$ cat src/rtl/mdxc_pkg.sv
// ----------------------------------------------------------------------------
// mdxc_pkg
// Types and constants shared by the frame deframer with XOR check.
// ----------------------------------------------------------------------------
package mdxc_pkg;

    localparam int BYTE_W  = 8;
    localparam int POS_W   = 7;
    localparam int STAT_W  = 2;

    localparam logic [BYTE_W-1:0] XOR_SEED     = 8'hFF;
    localparam logic [1:0]        LEN_CODE_EXT = 2'd3;
    localparam logic [POS_W-1:0]  MIN_LEN_BYTE = 7'd3;

    typedef enum logic [1:0] {
        PH_IDLE = 2'd0,
        PH_LEN  = 2'd1,
        PH_BODY = 2'd2
    } phase_t;

    typedef enum logic [STAT_W-1:0] {
        ST_PENDING  = 2'd0,
        ST_GOOD     = 2'd1,
        ST_BAD      = 2'd2,
        ST_BAD_LEN  = 2'd3
    } frame_status_t;

    typedef struct packed {
        phase_t            phase;
        logic [POS_W-1:0]  expected_length;
        logic [POS_W-1:0]  byte_count;
        logic [BYTE_W-1:0] running_xor;
    } deframe_state_t;

    typedef struct packed {
        logic [BYTE_W-1:0] data_byte;
        logic [POS_W-1:0]  position;
        logic              in_frame;
        logic              frame_end;
        frame_status_t     frame_status;
        logic [POS_W-1:0]  frame_length;
    } deframe_result_t;

endpackage

$ cat src/rtl/mdxc_step.sv
// ----------------------------------------------------------------------------
// mdxc_step
// Next-state and result logic for one received byte.
// ----------------------------------------------------------------------------
module mdxc_step
    import mdxc_pkg::*;
(
    input  logic [BYTE_W-1:0] rx_byte,
    input  deframe_state_t    cur,
    output deframe_state_t    nxt,
    output deframe_result_t   res
);

    logic [1:0]       len_code;
    logic [POS_W:0]   pos_plus_one;
    logic             last_byte;

    assign len_code     = rx_byte[6:5];
    assign pos_plus_one = {1'b0, cur.byte_count} + {{POS_W{1'b0}}, 1'b1};
    assign last_byte    = pos_plus_one >= {1'b0, cur.expected_length};

    always_comb begin
        nxt              = cur;
        res.data_byte    = rx_byte;
        res.position     = '0;
        res.in_frame     = 1'b0;
        res.frame_end    = 1'b0;
        res.frame_status = ST_PENDING;
        res.frame_length = '0;

        if (rx_byte[7]) begin
            // An opcode always opens a new frame, dropping any open one.
            nxt.running_xor = rx_byte ^ XOR_SEED;
            nxt.byte_count  = 7'd1;
            if (len_code == LEN_CODE_EXT) begin
                nxt.expected_length = '0;
                nxt.phase           = PH_LEN;
            end else begin
                nxt.expected_length = 7'd2 + {4'd0, len_code, 1'b0};
                nxt.phase           = PH_BODY;
            end
            res.in_frame     = 1'b1;
            res.frame_length = nxt.expected_length;
        end else begin
            unique case (cur.phase)
                PH_LEN: begin
                    res.in_frame = 1'b1;
                    res.position = 7'd1;
                    if (rx_byte[POS_W-1:0] < MIN_LEN_BYTE) begin
                        nxt.phase           = PH_IDLE;
                        nxt.expected_length = '0;
                        nxt.byte_count      = '0;
                        res.frame_status    = ST_BAD_LEN;
                        res.frame_length    = rx_byte[POS_W-1:0];
                    end else begin
                        nxt.expected_length = rx_byte[POS_W-1:0];
                        nxt.running_xor     = cur.running_xor ^ rx_byte;
                        nxt.byte_count      = 7'd2;
                        nxt.phase           = PH_BODY;
                        res.frame_length    = rx_byte[POS_W-1:0];
                    end
                end
                PH_BODY: begin
                    res.in_frame     = 1'b1;
                    res.position     = cur.byte_count;
                    res.frame_length = cur.expected_length;
                    if (last_byte) begin
                        nxt.phase        = PH_IDLE;
                        nxt.byte_count   = '0;
                        res.frame_end    = 1'b1;
                        res.frame_status = (cur.running_xor == rx_byte) ? ST_GOOD : ST_BAD;
                    end else begin
                        nxt.running_xor = cur.running_xor ^ rx_byte;
                        nxt.byte_count  = pos_plus_one[POS_W-1:0];
                    end
                end
                default: begin
                    // Idle: a data byte is echoed as discarded, state holds.
                end
            endcase
        end
    end

endmodule

$ cat src/rtl/message_deframer_xor_check.sv
// ----------------------------------------------------------------------------
// message_deframer_xor_check
// Byte-serial frame deframer with running XOR check byte.
// ----------------------------------------------------------------------------
// Each accepted item is one received byte, and each produces exactly one
// result item in the next cycle: the byte echoed with its position in the
// frame, whether it belongs to a frame, whether it closes the frame, a
// status and the total frame length once known. A byte with bit 7 set
// always starts a new frame; bits 6..5 of it select a length of 2, 4 or 6
// bytes, or say that the next byte carries the length. The check byte must
// equal the XOR of the opcode inverted and all bytes between. One item is
// taken per cycle: the frame state and the result register are updated in
// the same cycle from a short decode, and s_ready stays high while the
// result register is empty or is being drained, so the block keeps full
// rate as long as the downstream side takes results.
// ----------------------------------------------------------------------------
module message_deframer_xor_check
    import mdxc_pkg::*;
(
    input  logic               aclk,
    input  logic               aresetn,

    input  logic               s_valid,
    output logic               s_ready,
    input  logic [BYTE_W-1:0]  s_rx_byte,

    output logic               m_valid,
    input  logic               m_ready,
    output logic [BYTE_W-1:0]  m_data_byte,
    output logic [POS_W-1:0]   m_position,
    output logic               m_in_frame,
    output logic               m_frame_end,
    output logic [STAT_W-1:0]  m_frame_status,
    output logic [POS_W-1:0]   m_frame_length
);

    deframe_state_t  state_reg;
    deframe_state_t  state_next;
    deframe_result_t step_res;
    deframe_result_t res_reg;
    logic            m_valid_reg;
    logic            s_accept;

    // The result register can take a new item when it is empty or when
    // its present item leaves in this same cycle.
    assign s_ready  = !m_valid_reg || m_ready;
    assign s_accept = s_valid && s_ready;

    mdxc_step u_step (
        .rx_byte (s_rx_byte),
        .cur     (state_reg),
        .nxt     (state_next),
        .res     (step_res)
    );

    // Frame state advances only on an accepted item.
    always_ff @(posedge aclk) begin
        if (!aresetn) begin
            state_reg.phase           <= PH_IDLE;
            state_reg.expected_length <= '0;
            state_reg.byte_count      <= '0;
            state_reg.running_xor     <= '0;
        end else if (s_accept) begin
            state_reg <= state_next;
        end
    end

    always_ff @(posedge aclk) begin
        if (!aresetn) begin
            m_valid_reg <= 1'b0;
        end else if (s_accept) begin
            m_valid_reg <= 1'b1;
        end else if (m_ready) begin
            m_valid_reg <= 1'b0;
        end
    end

    // Result payload needs no reset; it is qualified by m_valid.
    always_ff @(posedge aclk) begin
        if (s_accept) begin
            res_reg <= step_res;
        end
    end

    assign m_valid        = m_valid_reg;
    assign m_data_byte    = res_reg.data_byte;
    assign m_position     = res_reg.position;
    assign m_in_frame     = res_reg.in_frame;
    assign m_frame_end    = res_reg.frame_end;
    assign m_frame_status = res_reg.frame_status;
    assign m_frame_length = res_reg.frame_length;

`ifndef NO_ASSERTIONS
    // A closing byte always returns the frame state to idle.
    a_end_goes_idle: assert property (@(posedge aclk) disable iff (!aresetn)
        (s_accept && step_res.frame_end) |=> (state_reg.phase == PH_IDLE))
        else $error("frame state not idle after closing byte");

    // A discarded byte carries no frame information.
    a_discard_clean: assert property (@(posedge aclk) disable iff (!aresetn)
        (m_valid && !m_in_frame) |->
            (m_position == '0 && !m_frame_end && m_frame_status == ST_PENDING
             && m_frame_length == '0))
        else $error("discarded byte carries frame fields");

    // Only a closing byte reports a checksum verdict.
    a_verdict_on_end: assert property (@(posedge aclk) disable iff (!aresetn)
        (m_valid && (m_frame_status == ST_GOOD || m_frame_status == ST_BAD))
            |-> (m_frame_end && m_in_frame))
        else $error("checksum verdict without frame end");

    // An accepted item always yields a result item in the next cycle.
    a_accept_yields: assert property (@(posedge aclk) disable iff (!aresetn)
        s_accept |=> m_valid)
        else $error("accepted item produced no result");
`endif

endmodule
$ cat config.mk
export PLATFORM = sky130hd
export DESIGN_NAME = message_deframer_xor_check
export DESIGN_NICKNAME = d
export VERILOG_FILES = /design/src/rtl/mdxc_pkg.sv /design/src/rtl/mdxc_step.sv /design/src/rtl/message_deframer_xor_check.sv
export SDC_FILE = /design/constraint.sdc
export NUM_CORES = 1
export LEC_CHECK = 0
export BUFFER_PORTS_ARGS = -buffer_cell sky130_fd_sc_hd__clkbuf_2
export CORE_MARGIN = 8
export CORE_UTILIZATION = 46
export CTS_BUF_LIST = sky130_fd_sc_hd__clkbuf_2 sky130_fd_sc_hd__clkbuf_4 sky130_fd_sc_hd__clkbuf_8
export CTS_CLUSTER_DIAMETER = 40
export DETAILED_ROUTE_END_ITERATION = 12
export PLACE_DENSITY = 0.78
export SYNTH_ARGS = -nofsm -noshare
export SYNTH_HDL_FRONTEND = slang
export SYNTH_SLANG_ARGS = --single-unit
export TNS_END_PERCENT = 100
$ cat constraint.sdc
create_clock -name aclk -period 3.4 [get_ports aclk]
set_input_delay 0.17 -clock aclk [delete_from_list [all_inputs] [get_ports aclk]]
set_output_delay 0.17 -clock aclk [all_outputs]
set_load 0.03 [all_outputs]
# Yosys cells after proc, flatten, opt, wreduce, memory -nomap -nowiden
# Cells that the tools add are included.
# op_classes
add_sub_neg,2
multipliers,0
div_mod_pow,0
n_lt_le_gt_ge,2
eq_ne,7
shift,0
muxes,18
bitwise,3
n_reduce_logical,11
# op_table
cell,n
$pmux W15 S2,1
$mux W24,1
$mux W7,3
$pmux W9 S2,1
$mux W16,1
$mux W8,2
$pmux W8 S2,1
$mux W9,1
$add A7 B1 Y8 const B,1
$eq A8 B8 Y1,1
$ge A8 B7 Y1,1
$not A8 Y8,1
$xor A8 B8 Y8,1
$lt A7 B2 Y1 const B,1
$mux W2,3
$ne A3 B3 Y1 const B,2
$add A2 B3 Y4 const A,1
$eq A2 B2 Y1 const B,2
$pmux W2 S2,1
$reduce_and A2 Y1,2
$reduce_and A4 Y1,1
$reduce_bool A2 Y1,2
$mux W3,1
$ne A3 B2 Y1 const B,1
9 further kinds,10
# totals
ff_bits,51
latchBits,0
ram_bits,0
rom_bits,0
in_bits,12
out_inout_bits,28
word_cells,54
memories,0

# Depth between registers and ports, before layout
# logic_depth
ltp_word,5
mapped_depth,10
ltp_nobuf,10

# Hierarchy
# From an unflattened synthesis, not the netlist that was laid out.
# unflattened
cells_unflattened,372
area_unflattened_um2,3335.7
# by_module_without_submodules
mod,instances,cells_per_inst,area_each_um2,seq_area_each_um2
message_deframer_xor_check,1,135,1809.2,1281.2
mdxc_step,1,237,1526.5,0.0

# Worst setup path before layout
# No wires, ideal clock.
# synth_path
path_kind,register -> register
from,reg state_reg[8] in the netlist's numbering
to,reg state_reg[0] in the netlist's numbering
setup_time_ns,0.091
arrival_ns,2.498
required_time_ns,3.309
path_slack_ns,0.811
stages_incl_launch_ff,11
path_buffers,0
period_less_slack_ns,2.589
path_cell_list,dfxtp_1 > ha_1 > nand3_1 > nor2_1 > xor2_1 > ha_1 > a221oi_2 > o21ai_2 > a2111oi_4 > a211oi_1 > a311oi_1
# synth_via
elab_chain_cells,4
# synth_lines
element,line_no,rtl
from (decl),message_deframer_xor_check.sv:37,deframe_state_t state_reg;
from (signal assigned),message_deframer_xor_check.sv:64,state_reg <= state_next;
$add A7 B1 Y8,mdxc_step.sv:19,"assign pos_plus_one = {1'b0, cur.byte_count} + {{POS_W{1'b0}}, 1'b1};"
$ge A8 B7 Y1,mdxc_step.sv:20,"assign last_byte = pos_plus_one >= {1'b0, cur.expected_length};"
$ne A3 B3 Y1 (no line),--,
$reduce_and A4 Y1 (no line),--,
# Every way passes these cells.
# A chain may end at the register's enable or synchronous reset.

# Worst setup path after layout
# layout_path
from,reg state_reg[8] in the netlist's numbering
to,reg state_reg[2] in the netlist's numbering
# Same word-level chain as after synthesis.

==> results.yml <==
die:
  die_h_um: 90.4
  dieWidth_um: 90.4
  core_area_sq_mm: 0.00544
  placementRows: 27
  initial_core_util_pct: 46.8
  ios: 40
  dieArea_sq_mm: 0.00817
detailed_routing:
  wl_um: 5390
  drt_pre_antenna_iters: 4
  wl_per_cell_um: 15.3
  drt_iter0_drc: 155
  remaining_drc_errors: 0
  avgViaCountPerCell: 5.55
  drt.antenna.violating_nets: 0
  via_count: 1959
yosys:
  synth.area.mux_share_pct: 0.393
  synth_top_family_by_area: "compound AO/OA/AOI/OAI gates"
  ys_types: 40
  ys.warnings.count: 0
  yosysMostFrequentCell: "nor2_1"
  ys_seq_elements: 51
  ys.flop_type: "edfxtp_1"
  synth_cells: 245
  async_reset_ff_share_pct: 0
  synth.top_cell.area_share_pct: 30.7
  yosysSeqAreaShare_pct: 50.3
  synth-edff-count: 26
  synth_simple_gate_area_share_pct: 14.4
  synth_xor_area_share_pct: 5.85
  synth_compound_area_share_pct: 18.1
  syn-cell-area_sq_mm: 0.00255
  synthAdderAreaFrac_pct: 6.39
  synthTopCellsByArea: "edfxtp_1 31%, dfxtp_1 20%, ha_1 6.4%"
  synth_nets: 270
  synthTopCellsByCount: "31 x nor2_1, 26 x edfxtp_1, 25 x dfxtp_1"
  syn_avg_cell_area_sq_um: 10.4
  synth_top_area_cell: "edfxtp_1"
worst_hold_path:
  hold_path_depth: 3
  hp-class: "input port to register"
finish:
  seqCellArea_sq_mm: 0.00128
  drive_gt1_share_pct: 20.6
  largest_reg_flops: 24
  multi_input_area_sq_mm: 0.00115
  nets: 305
  syn_to_final_growth_pct: 13.0
  fillCellCount: 501
  diodes: 0
worst_setup_path:
  end_kind: "register"
  rrSetupSlack_ns: 0.45
  endpoint: "state_reg[2]"
  r2r_start: "state_reg[8]"
  start_kind: "register"
  cp_max_fo: 7
  r2r_end: "state_reg[2]"
  worstSetupPathType: "register to register"
  crit_path_start: "state_reg[8]"
  cp.required_ns: 3.61
  reg2regPathDepth: 10
  cp.arrival_ns: 3.16
clock_tree:
  cts_max_path_buffers: 2
  cts_setup_buffers: 0
  cts_buffers: 5
  cts_tree: "yes"
  cts_resized: 0
  path_clk_slew_ns: 0.09
  cts_sinks: 51
  htreeDepth: 2
  clk_latency_ns: 0.31
  cts_hold_buf: 0
  cts_root_buffer: "clkbuf_8"
sta:
  tightest_slew_ns: 0.665
  finalSetupViolations: 0
  hold_viol: 0
  relSlewSlack_pct: 55.6
  rsz0062_at_grt: "false"
  max_freq_mhz: 339
  post-route-period-util_pct: 86.7
  final.setup.tns_ns: 0
  finalMaxSlewViolations: 0
  fin_skew_ns: 0.00648
  period_needed_ns: 2.95
  whs_ns: 0.0901
global_routing:
  antenna_found_initial: 0
  grt_pass1_vias: 1981
  grt_max_degree: 18
  grt_pass1_wl_um: 9340
  grt_overflow: 0
  grt_usage_pct: 13.9
status:
  status: "completed"
placement:
  hpwlAfterDp_um: 3900
  io_buffers: 39
  gp_congestion: 0.832
pwr:
  p_total_uw: 1250
  p_leak_uw: 0.00110
  ir_worst_vdd_mv: 0.183
  powerDensity_mw_per_mm2: 435
flow_run:
  drv_cap: 0
area by class of cell:
class | count | area share [%]
Clock buffer | 6 | 2.65
Clock inverter | 2 | 0.435
Inverter | 17 | 2.22
Multi-Input combinational cell | 165 | 40.0
Sequential cell | 51 | 44.5
Tap cell | 72 | 3.13
Timing Repair Buffer | 40 | 7.05
critical path, stage by stage, from the launching register on:
cell       delay (ns)
dfxtp_1          0.44
ha_1             0.24
nand3_1          0.16
nor2_1           0.16
xor2_1           0.16
ha_1             0.26
a221oi_2         0.27
o21ai_2          0.14
a2111oi_4        0.59
a211oi_1         0.16
a311oi_1         0.27
routing by layer:
layer	part of all wire, %	vias to the layer above	wire length (um)	track usage, %
met5	0	-	0	0
met1	44	946	2370	16.3
met3	6.8	11	364	4.16
met2	46	54	2500	22.0
li1	-	948	-	-
met4	2.7	0	146	8.18
layout by cell type (no fill, tap or decap), types with 3 or more instances in the layout:
master,netlist,final
a211oi_1,9,9
a21oi_1,9,9
a22oi_1,10,10
a311oi_1,9,9
and2_1,6,6
and3_1,3,3
clkbuf_2,3,39
clkbuf_8,0,5
dfxtp_1,25,25
edfxtp_1,26,26
ha_1,13,13
inv_1,16,16
nand2_1,18,18
nand2b_1,3,3
nand3_1,5,5
nor2_1,31,31
o21ai_0,7,7
xnor2_1,12,12
xor2_1,5,5
metrics by stage:
step	instances	util (%)	worst slack [ns]	instance area, sq um
after detailed placement	345	51.3	0.454	2790
after global placement	345	51.3	0.570	2790
after floorplan	245	-	0.811	2550
after global routing	353	52.9	0.118	2880
final	353	52.9	0.453	2880
after CTS	353	52.9	0.449	2880
worst min path at each step:
stage	start	slack, ns	end
3_5_place_dp	s_valid	0.41	m_valid
5_1_grt	s_valid	0.11	m_valid
4_1_cts	s_valid	0.08	m_valid
3_3_place_gp	s_valid	0.40	m_valid
6_report	s_valid	0.09	m_valid
2_1_floorplan	s_rx_byte[0]	0.27	m_data_byte[0]
power breakdown:
part           leakage [uW]  total (uW)  switching, uW  internal, uW
Sequential         0.000463         693           16.0           677
Clock             0.0000446         342            190           152
Combinational      0.000593         216            146          69.5
logic make-up (layout without fill, tap and decap cells):
family / after synthesis / after routing
flops: 51 / 51
simple gates: 76 / 76
buf+inv: 29 / 65
mux: 1 / 1
fa+ha+maj: 13 / 13
xor+xnor: 17 / 17
compound gates: 58 / 58
No activity file was read; power rests on OpenSTA's default activity.
